--- src/hdl/stwr_pkg.sv ---
`timescale 1ns / 1ps

package stwr_pkg;

  // default window geometry
  localparam int COLUMNS_DEF = 18;
  localparam int ROWS_DEF    = 4;

  // fixed result field widths
  localparam int ROW_W  = 3;
  localparam int COL_W  = 5;
  localparam int CHAR_W = 7;

  localparam logic [7:0] CH_PLUS  = 8'h2B;  // '+'
  localparam logic [7:0] CH_STAR  = 8'h2A;  // '*'
  localparam logic [7:0] CH_DOT   = 8'h2E;  // '.'
  localparam logic [7:0] CH_SPACE = 8'h20;  // ' '
  localparam logic [7:0] CH_TILDE = 8'h7E;  // '~'
  localparam logic [7:0] CH_LF    = 8'h0A;
  localparam logic [7:0] CH_CR    = 8'h0D;

  function automatic logic is_newline(input logic [7:0] c);
    return (c == CH_LF) || (c == CH_CR);
  endfunction

  function automatic logic [CHAR_W-1:0] glyph(input logic [7:0] c);
    logic [CHAR_W-1:0] g;
    if (is_newline(c)) begin
      g = CH_STAR[CHAR_W-1:0];
    end else if ((c >= CH_SPACE) && (c <= CH_TILDE)) begin
      g = c[CHAR_W-1:0];
    end else begin
      g = CH_DOT[CHAR_W-1:0];
    end
    return g;
  endfunction

endpackage

--- src/hdl/stwr_ring.sv ---
`timescale 1ns / 1ps

module stwr_ring #(
  parameter int DEPTH = stwr_pkg::COLUMNS_DEF * stwr_pkg::ROWS_DEF
) (
  input  logic                     clk,
  input  logic                     rst_n,
  input  logic                     wr_en,
  input  logic [$clog2(DEPTH)-1:0] wr_addr,
  input  logic [7:0]               wr_data,
  input  logic [$clog2(DEPTH)-1:0] rd_addr,
  output logic [7:0]               rd_data
);
  import stwr_pkg::*;

  localparam int AW = $clog2(DEPTH);
  localparam logic [AW-1:0] LAST_ADDR = AW'(DEPTH - 1);

  logic [7:0]       mem [DEPTH];
  logic [DEPTH-1:0] written_r;
  logic [7:0]       data_r;
  logic             vld_r;
  logic [AW-1:0]    addr_r;

  always_ff @(posedge clk) begin
    if (wr_en) begin
      mem[wr_addr] <= wr_data;
    end
    data_r <= mem[rd_addr];
    addr_r <= rd_addr;
  end

  // per-entry written flags, an unwritten entry reads as its reset value
  always_ff @(posedge clk) begin
    if (!rst_n) begin
      written_r <= '0;
      vld_r     <= 1'b0;
    end else begin
      if (wr_en) begin
        written_r[wr_addr] <= 1'b1;
      end
      vld_r <= written_r[rd_addr];
    end
  end

  assign rd_data = vld_r ? data_r : ((addr_r == LAST_ADDR) ? CH_LF : CH_PLUS);

endmodule

--- src/hdl/serial_text_window_renderer_core.sv ---
`timescale 1ns / 1ps
// a taken byte is written, the slot after it is blanked, the write slot is read, the backward
//   walk checks ROWS+2 to COLUMNS*ROWS entries, the window start is read, and the forward walk
//   covers up to COLUMNS*ROWS-1 entries, one ring read per cycle on the single read port
// a stalled result port holds the forward walk; a new byte is taken once the walk ends
// reset: synchronous active-low; ring reads as '+' with a newline in the last entry,
//   write index zero, no result pending

module serial_text_window_renderer_core #(
  parameter int COLUMNS = stwr_pkg::COLUMNS_DEF,
  parameter int ROWS    = stwr_pkg::ROWS_DEF
) (
  input  logic        clk,
  input  logic        rst_n,
  // input beats: one received byte each
  input  logic        in_tvalid,
  output logic        in_tready,
  input  logic [7:0]  in_tdata,   // [7:0] rx_byte
  // result beats: one character pair each
  output logic        out_tvalid,
  input  logic        out_tready,
  output logic [23:0] out_tdata,  // [2:0] row, [7:3] column, [14:8] first_char,
                                  // [21:15] second_char, [23:22] zero
  output logic        out_tuser,  // [0] second_valid
  output logic        out_tlast   // final pair of this refresh
);
  import stwr_pkg::*;

  localparam int DEPTH = COLUMNS * ROWS;
  localparam int AW    = $clog2(DEPTH);
  localparam int LNW   = $clog2(ROWS + 2);     // lines seen by the backward walk
  localparam int SNW   = $clog2(COLUMNS);      // chars since last newline
  localparam int SCW   = $clog2(DEPTH + 1);    // entries searched
  localparam int LENW  = $clog2(COLUMNS + 1);  // chars in current row
  localparam int RLW   = $clog2(ROWS + 1);     // current output row

  localparam logic [AW-1:0]   LAST_ADDR = AW'(DEPTH - 1);
  localparam logic [LNW-1:0]  LINES_MAX = LNW'(ROWS + 1);
  localparam logic [SNW-1:0]  SINCE_LIM = SNW'(COLUMNS - 1);
  localparam logic [SCW-1:0]  SRCH_MAX  = SCW'(DEPTH);
  localparam logic [LENW-1:0] LEN_MAX   = LENW'(COLUMNS);
  localparam logic [RLW-1:0]  ROW_LAST  = RLW'(ROWS);

  // sequencer codes
  localparam logic [2:0] S_IDLE  = 3'd0;  // waiting for a byte
  localparam logic [2:0] S_SPACE = 3'd1;  // blank the slot after the new byte
  localparam logic [2:0] S_SPREP = 3'd2;  // read the write slot
  localparam logic [2:0] S_SRCH  = 3'd3;  // backward walk, one entry a cycle
  localparam logic [2:0] S_RPREP = 3'd4;  // read the window start
  localparam logic [2:0] S_REND  = 3'd5;  // forward walk, emit pairs

  function automatic logic [AW-1:0] ring_next(input logic [AW-1:0] p);
    return (p == LAST_ADDR) ? '0 : p + 1'b1;
  endfunction

  function automatic logic [AW-1:0] ring_prev(input logic [AW-1:0] p);
    return (p == '0) ? LAST_ADDR : p - 1'b1;
  endfunction

  logic [2:0]        state_r, state_nxt;
  logic [AW-1:0]     wi_r, wi_nxt;          // write index
  logic [AW-1:0]     p_r, p_nxt;            // address of the entry on the read data
  logic [SCW-1:0]    searched_r, searched_nxt;
  logic [LNW-1:0]    lines_r, lines_nxt;
  logic [SNW-1:0]    since_r, since_nxt;
  logic [LENW-1:0]   len_r, len_nxt;
  logic [RLW-1:0]    rline_r, rline_nxt;
  logic [CHAR_W-1:0] first_r, first_nxt;    // held first glyph of a pair
  logic              have_first_r, have_first_nxt;

  logic              out_valid_r, out_valid_nxt;
  logic [23:0]       out_data_r, out_data_nxt;
  logic              out_user_r, out_user_nxt;
  logic              out_last_r, out_last_nxt;

  // ring port
  logic              wr_en;
  logic [AW-1:0]     wr_addr;
  logic [7:0]        wr_data;
  logic [AW-1:0]     rd_addr;
  logic [7:0]        rd_data;

  // per-entry evaluation terms
  logic              nl;
  logic [CHAR_W-1:0] g;
  logic [AW-1:0]     p_fwd, p_back, cand;
  logic              at_wi, row_end, all_end, emit, advance, out_room;
  logic [LENW-1:0]   len_inc;
  logic [LNW-1:0]    lines_inc;
  logic [SCW-1:0]    searched_inc;
  logic              srch_done;
  logic [CHAR_W-1:0] pair_a, pair_b;
  logic [LENW-1:0]   pair_col;

  stwr_ring #(
    .DEPTH(DEPTH)
  ) u_ring (
    .clk     (clk),
    .rst_n   (rst_n),
    .wr_en   (wr_en),
    .wr_addr (wr_addr),
    .wr_data (wr_data),
    .rd_addr (rd_addr),
    .rd_data (rd_data)
  );

  assign in_tready = (state_r == S_IDLE);
  assign out_room  = !out_valid_r || out_tready;

  always_comb begin
    state_nxt      = state_r;
    wi_nxt         = wi_r;
    p_nxt          = p_r;
    searched_nxt   = searched_r;
    lines_nxt      = lines_r;
    since_nxt      = since_r;
    len_nxt        = len_r;
    rline_nxt      = rline_r;
    first_nxt      = first_r;
    have_first_nxt = have_first_r;

    out_valid_nxt  = out_valid_r && !out_tready;
    out_data_nxt   = out_data_r;
    out_user_nxt   = out_user_r;
    out_last_nxt   = out_last_r;

    wr_en   = 1'b0;
    wr_addr = wi_r;
    wr_data = in_tdata;
    rd_addr = p_r;

    nl           = is_newline(rd_data);
    g            = glyph(rd_data);
    p_fwd        = ring_next(p_r);
    p_back       = ring_prev(p_r);
    at_wi        = (p_fwd == wi_r);
    len_inc      = len_r + 1'b1;
    lines_inc    = lines_r + 1'b1;
    searched_inc = searched_r + 1'b1;
    row_end      = nl || (len_inc == LEN_MAX) || at_wi;
    all_end      = at_wi || (row_end && (rline_r == ROW_LAST));
    emit         = have_first_r || row_end;
    advance      = !emit || out_room;
    srch_done    = 1'b0;
    cand         = p_back;

    if (have_first_r) begin
      pair_a   = first_r;
      pair_b   = g;
      pair_col = len_r - 1'b1;
    end else begin
      pair_a   = g;
      pair_b   = CH_SPACE[CHAR_W-1:0];
      pair_col = len_r;
    end

    case (state_r)
      S_IDLE: begin
        if (in_tvalid) begin
          wr_en   = 1'b1;
          wr_addr = wi_r;
          wr_data = in_tdata;
          wi_nxt  = ring_next(wi_r);
          state_nxt = S_SPACE;
        end
      end
      S_SPACE: begin
        wr_en     = 1'b1;
        wr_addr   = wi_r;
        wr_data   = CH_SPACE;
        state_nxt = S_SPREP;
      end
      S_SPREP: begin
        rd_addr      = wi_r;
        p_nxt        = wi_r;
        searched_nxt = '0;
        lines_nxt    = '0;
        since_nxt    = '0;
        state_nxt    = S_SRCH;
      end
      S_SRCH: begin
        // the read issued now is the entry the walk looks at next
        rd_addr = p_back;
        if (nl) begin
          if (lines_inc == LINES_MAX) begin
            srch_done = 1'b1;
            cand      = p_fwd;
          end else begin
            lines_nxt    = lines_inc;
            since_nxt    = '0;
            searched_nxt = searched_inc;
            p_nxt        = p_back;
          end
        end else begin
          if ((since_r >= SINCE_LIM) && (lines_inc >= LINES_MAX)) begin
            // a wrapped row fills the window
            srch_done = 1'b1;
            cand      = p_fwd;
          end else if (since_r >= SINCE_LIM) begin
            lines_nxt    = lines_inc;
            since_nxt    = SNW'(1);
            searched_nxt = searched_inc;
            p_nxt        = p_back;
          end else begin
            since_nxt    = since_r + 1'b1;
            searched_nxt = searched_inc;
            p_nxt        = p_back;
          end
        end
        // whole ring walked: the walk is back on the write slot
        if (!srch_done && (searched_inc == SRCH_MAX)) begin
          srch_done = 1'b1;
          cand      = p_back;
        end
        if (srch_done) begin
          // never start on the write slot itself
          p_nxt          = (cand == wi_r) ? ring_next(wi_r) : cand;
          len_nxt        = '0;
          rline_nxt      = '0;
          have_first_nxt = 1'b0;
          state_nxt      = S_RPREP;
        end
      end
      S_RPREP: begin
        rd_addr   = p_r;
        state_nxt = S_REND;
      end
      S_REND: begin
        // a stall re-reads the same entry so the read data stays in step
        rd_addr = advance ? p_fwd : p_r;
        if (emit && out_room) begin
          out_valid_nxt = 1'b1;
          out_data_nxt  = {2'b00, pair_b, pair_a, COL_W'(pair_col), ROW_W'(rline_r)};
          out_user_nxt  = have_first_r;
          out_last_nxt  = all_end;
        end
        if (advance) begin
          p_nxt = p_fwd;
          if (emit) begin
            have_first_nxt = 1'b0;
          end else begin
            first_nxt      = g;
            have_first_nxt = 1'b1;
          end
          if (all_end) begin
            state_nxt = S_IDLE;
          end else if (row_end) begin
            rline_nxt = rline_r + 1'b1;
            len_nxt   = '0;
          end else begin
            len_nxt = len_inc;
          end
        end
      end
      default: begin
        state_nxt = S_IDLE;
      end
    endcase
  end

  always_ff @(posedge clk) begin
    if (!rst_n) begin
      state_r      <= S_IDLE;
      wi_r         <= '0;
      have_first_r <= 1'b0;
      out_valid_r  <= 1'b0;
    end else begin
      state_r      <= state_nxt;
      wi_r         <= wi_nxt;
      have_first_r <= have_first_nxt;
      out_valid_r  <= out_valid_nxt;
    end
  end

  always_ff @(posedge clk) begin
    p_r        <= p_nxt;
    searched_r <= searched_nxt;
    lines_r    <= lines_nxt;
    since_r    <= since_nxt;
    len_r      <= len_nxt;
    rline_r    <= rline_nxt;
    first_r    <= first_nxt;
    out_data_r <= out_data_nxt;
    out_user_r <= out_user_nxt;
    out_last_r <= out_last_nxt;
  end

  assign out_tvalid = out_valid_r;
  assign out_tdata  = out_data_r;
  assign out_tuser  = out_user_r;
  assign out_tlast  = out_last_r;

endmodule
--- config.mk ---
export PLATFORM = sky130hd
export DESIGN_NAME = serial_text_window_renderer_core
export DESIGN_NICKNAME = d
export VERILOG_FILES = /design/src/hdl/stwr_pkg.sv /design/src/hdl/stwr_ring.sv /design/src/hdl/serial_text_window_renderer_core.sv
export SDC_FILE = /design/constraint.sdc
export NUM_CORES = 1
export LEC_CHECK = 0
export BUFFER_PORTS_ARGS = -buffer_cell sky130_fd_sc_hd__buf_2
export CORE_MARGIN = 5
export CORE_UTILIZATION = 45
export DETAILED_ROUTE_END_ITERATION = 10
export GPL_TIMING_DRIVEN = 0
export PLACE_DENSITY = 0.7
export SYNTH_ARGS = -nofsm -noshare
export SYNTH_HDL_FRONTEND = slang
export SYNTH_SLANG_ARGS = --single-unit
--- constraint.sdc ---
create_clock -name clk -period 4.9 [get_ports clk]
set_clock_uncertainty 0.05 [all_clocks]
set_input_delay 0.735 -clock clk [delete_from_list [all_inputs] [get_ports clk]]
set_output_delay 0.735 -clock clk [all_outputs]
set_load 0.01 [all_outputs]
==> results.md <==
- Status: complete, no violations
- Count of buffers from port buffering: 36
- Number of vias per cell: 6.19
- Mean routed wirelength per cell: 27.8 µm
- Synth top area cells: edfxtp_1, dfxtp_1, nand2_1
- Die Y: 277 µm
- Clock root cell: clkbuf_16
- GRT met2 Usage: 0.400
- Pwr dens: 420 nW/µm²
- Final Power: 15700 µW
- Clock period minus final worst setup slack: 4.87 ns
- Finished Core Util: 0.533
- Drt first pass iters: 6
- CTS H-tree lvls: 3
- Slew Limit Fails: 0
- Fin Setup TNS: 0 ns
- Met1 Track Usage GR: 0.341
- Async SR Flop Fraction: 0
- Cell variety after synth: 85
- First-pass GRT wire length: 146000 µm
- Crit-path cells: buf_2, clkbuf_1, or3_1, or4_1, a21oi_2, mux2_2, o21ai_0, a31oi_2, nand2_1, clkbuf_4, a311oi_4, nand4_1, a41oi_2
- Synth warnings: 0
- Via count: 22800
- Sequential element share of the synthesized area: 0.661
- Worst Path Required: 5.37 ns
- Final Hold Fails: 0
- Vias in the first global route: 21600
- Synth Instances: 2513
- P_leak: 0.0132 µW
- Total GRT Usage: 0.256
- Antenna-violating nets left: 0
- RSZ-0062 raised after global routing: true
- Num ports: 40
- Post-synth top flop: edfxtp_1
- Die W: 277 µm
- Top-area cell type share of the netlist area: 0.598
- Final layout net count: 2703
- Cts bufs inserted: 74
- RePlAce Congestion: 1.02
- Total grt overflow: 0
- M3 GR Usage: 0.0652
- Num rows: 97
- Tcrit/Tclk final: 0.995
- Clk sinks: 737
- Syn Std Cell Area: 32000 µm²
- Largest net degree at the start of global routing: 73
- Max_slew headroom: 0.102
- Core ar.: 70300 µm²
- Clock latency on the worst-skew pair: 0.64 ns
- Final hold slack: 0.410 ns
- Max-cap violations: 0
- CP Max Fanout: 10
- Worst path bufs/invs: 3
- Largest stage delay on the critical path: 0.47 ns
- Layout cells sized above 1: 0.176
- CTS tree: yes
- Crit path kind: flip-flop to flip-flop
- Critical Path Source Type: flip-flop
- Worst-Margin Slew: 1.34 ns
- Hold WC Path Type: primary input to flip-flop
- Data arrival, critical path: 5.34 ns
- Peak supply drop: 0.257 mV
- Crit end category: flip-flop
- Placed insts: 3501
- Post-synthesis register bit count: 737
- DR iter-0 viols: 3032
- Dpl hpwl: 69100 µm
- Setup-failing EPs final: 0
- # DRC: 0
- Max Freq: 205 MHz
- Max stage delay cell, worst path: a41oi_2
- Yosys top cell by area: edfxtp_1
- Post-Syn Area per Cell: 12.7 µm²
- Top cell family by delay on the critical path: compound AO/OA/AOI/OAI gates
- GRT busiest layer: met2
- Die area: 76500 µm²
- CTS Hold Bufs: 0
- Final non-filler cell total: 3680
- Number of synthesized flops with an enable pin: 637
- Initial antenna violation count: 3
- Total wire length: 102000 µm
- Area Growth Syn to Fin: 17.3%
- Initial Utilization: 0.455
- CTS clk-pin slew, worst paths: 0.06 ns
- Clock buffer depth: 3
-- cells in the mapped netlist, drive strengths merged (7+ instances only) --
library cell	instances
a31oi	18
a21o	8
o211ai	20
dfxtp	100
o2111ai	39
a221oi	9
o221ai	7
xnor2	16
nor3	13
o21ai	33
inv	64
mux2i	133
o211a	9
a31o	8
xor2	17
clkbuf	73
nand3	190
nand2b	10
nand4	58
buf	97
a21oi	37
ha	13
and2	22
o21a	79
mux2	64
a211oi	13
edfxtp	637
nor2b	19
or3	9
nor2	143
nand2	384
and3	33
a22oi	8
a311oi	20
a21boi	12
-- registers in the layout (all words and copies together) (netlist names), 3 cells and up --
signal / cells
u_ring.mem: 576
u_ring.written_r: 72
out_tdata: 22
u_ring.data_r: 8
first_r: 7
p_r: 7
searched_r: 7
u_ring.addr_r: 7
wi_r: 7
len_r: 5
since_r: 5
lines_r: 3
rline_r: 3
state_r: 3
-- layout make-up --
type,count,area (µm²)
Fill cell,5721,32800
Sequential cell,737,21100
Multi-Input combinational cell,1542,10400
Clock buffer,97,2020
Buffer,163,1200
Tap cell,940,1180
Timing Repair Buffer,95,892
Clock inverter,40,390
Inverter,65,253
Antenna cell,1,2.50
-- report_power, final --
group          internal [µW]  switching [µW]  leakage, µW
sequential              6980            55.6      0.00658
clock                   3250            2430      0.00117
combinational           1020            2010      0.00541
total                  11300            4500       0.0132
-- what timing repair did --
item,in CTS,in global routing
setup buffers,15,29
setup endpoints to repair,41,65
hold endpoints to repair,0,0
cloned,0,4
resized for setup,175,77
pin swaps,21,23
-- tightest hold or removal path: cells and delay by family --
family          cells  cell delay [ns]
compound gates      1             0.09
buf+inv             1             0.15
simple gates        1             0.08
-- worst paths after layout --
path	from	end	slack, ns	cells past startpoint
max	p_r[2]	u_ring.data_r[4]	0.03	13
min	in_tvalid	state_r[0]	0.41	3
max reg2reg	p_r[2]	u_ring.data_r[4]	0.03	13
min reg2reg	u_ring.written_r[35]	u_ring.written_r[35]	0.42	1
-- cell families (layout without fill, tap and decap cells) --
group                    count (synthesis)  after routing  synth area share
flip-flops                             737            737             0.661
adder cells (fa/ha/maj)                 13             13           0.00509
other                                    1              3          0.000117
AO/OA/AOI/OAI                          375            375            0.0893
XOR/XNOR                                33             33           0.00904
multiplexers                           201            201            0.0674
AND/OR/NAND/NOR                        918            918             0.134
buffers and inverters                  235            460            0.0344
-- per-layer routing --
layer,share of wire,up-vias,wire [µm]
met2,0.45,1544,45900
met4,0.053,2,5410
li1,-,9762,-
met3,0.12,293,12300
met1,0.38,11200,38700
met5,0.00012,-,12
-- stage by stage --
step	area (µm²)	setup slack, ns
floorplan	32000	0.693
global placement	33300	-1.96
detailed placement	33600	-1.40
CTS	36900	-0.0194
global route	37500	-0.0905
finish	37500	0.0252
-- placed cells by master (no fill, tap or decap), types with 22 or more instances in the layout --
cell,instances
a21oi_1,33
and2_1,22
and3_1,33
buf_2,64
buf_4,60
clkbuf_1,65
clkbuf_16,79
dfxtp_1,100
edfxtp_1,637
inv_1,58
mux2_2,61
mux2i_1,132
nand2_1,383
nand3_1,190
nand4_1,58
nor2_1,137
o2111ai_1,34
o21a_1,78
o21ai_0,26
(Power assumes the default switching activity.)
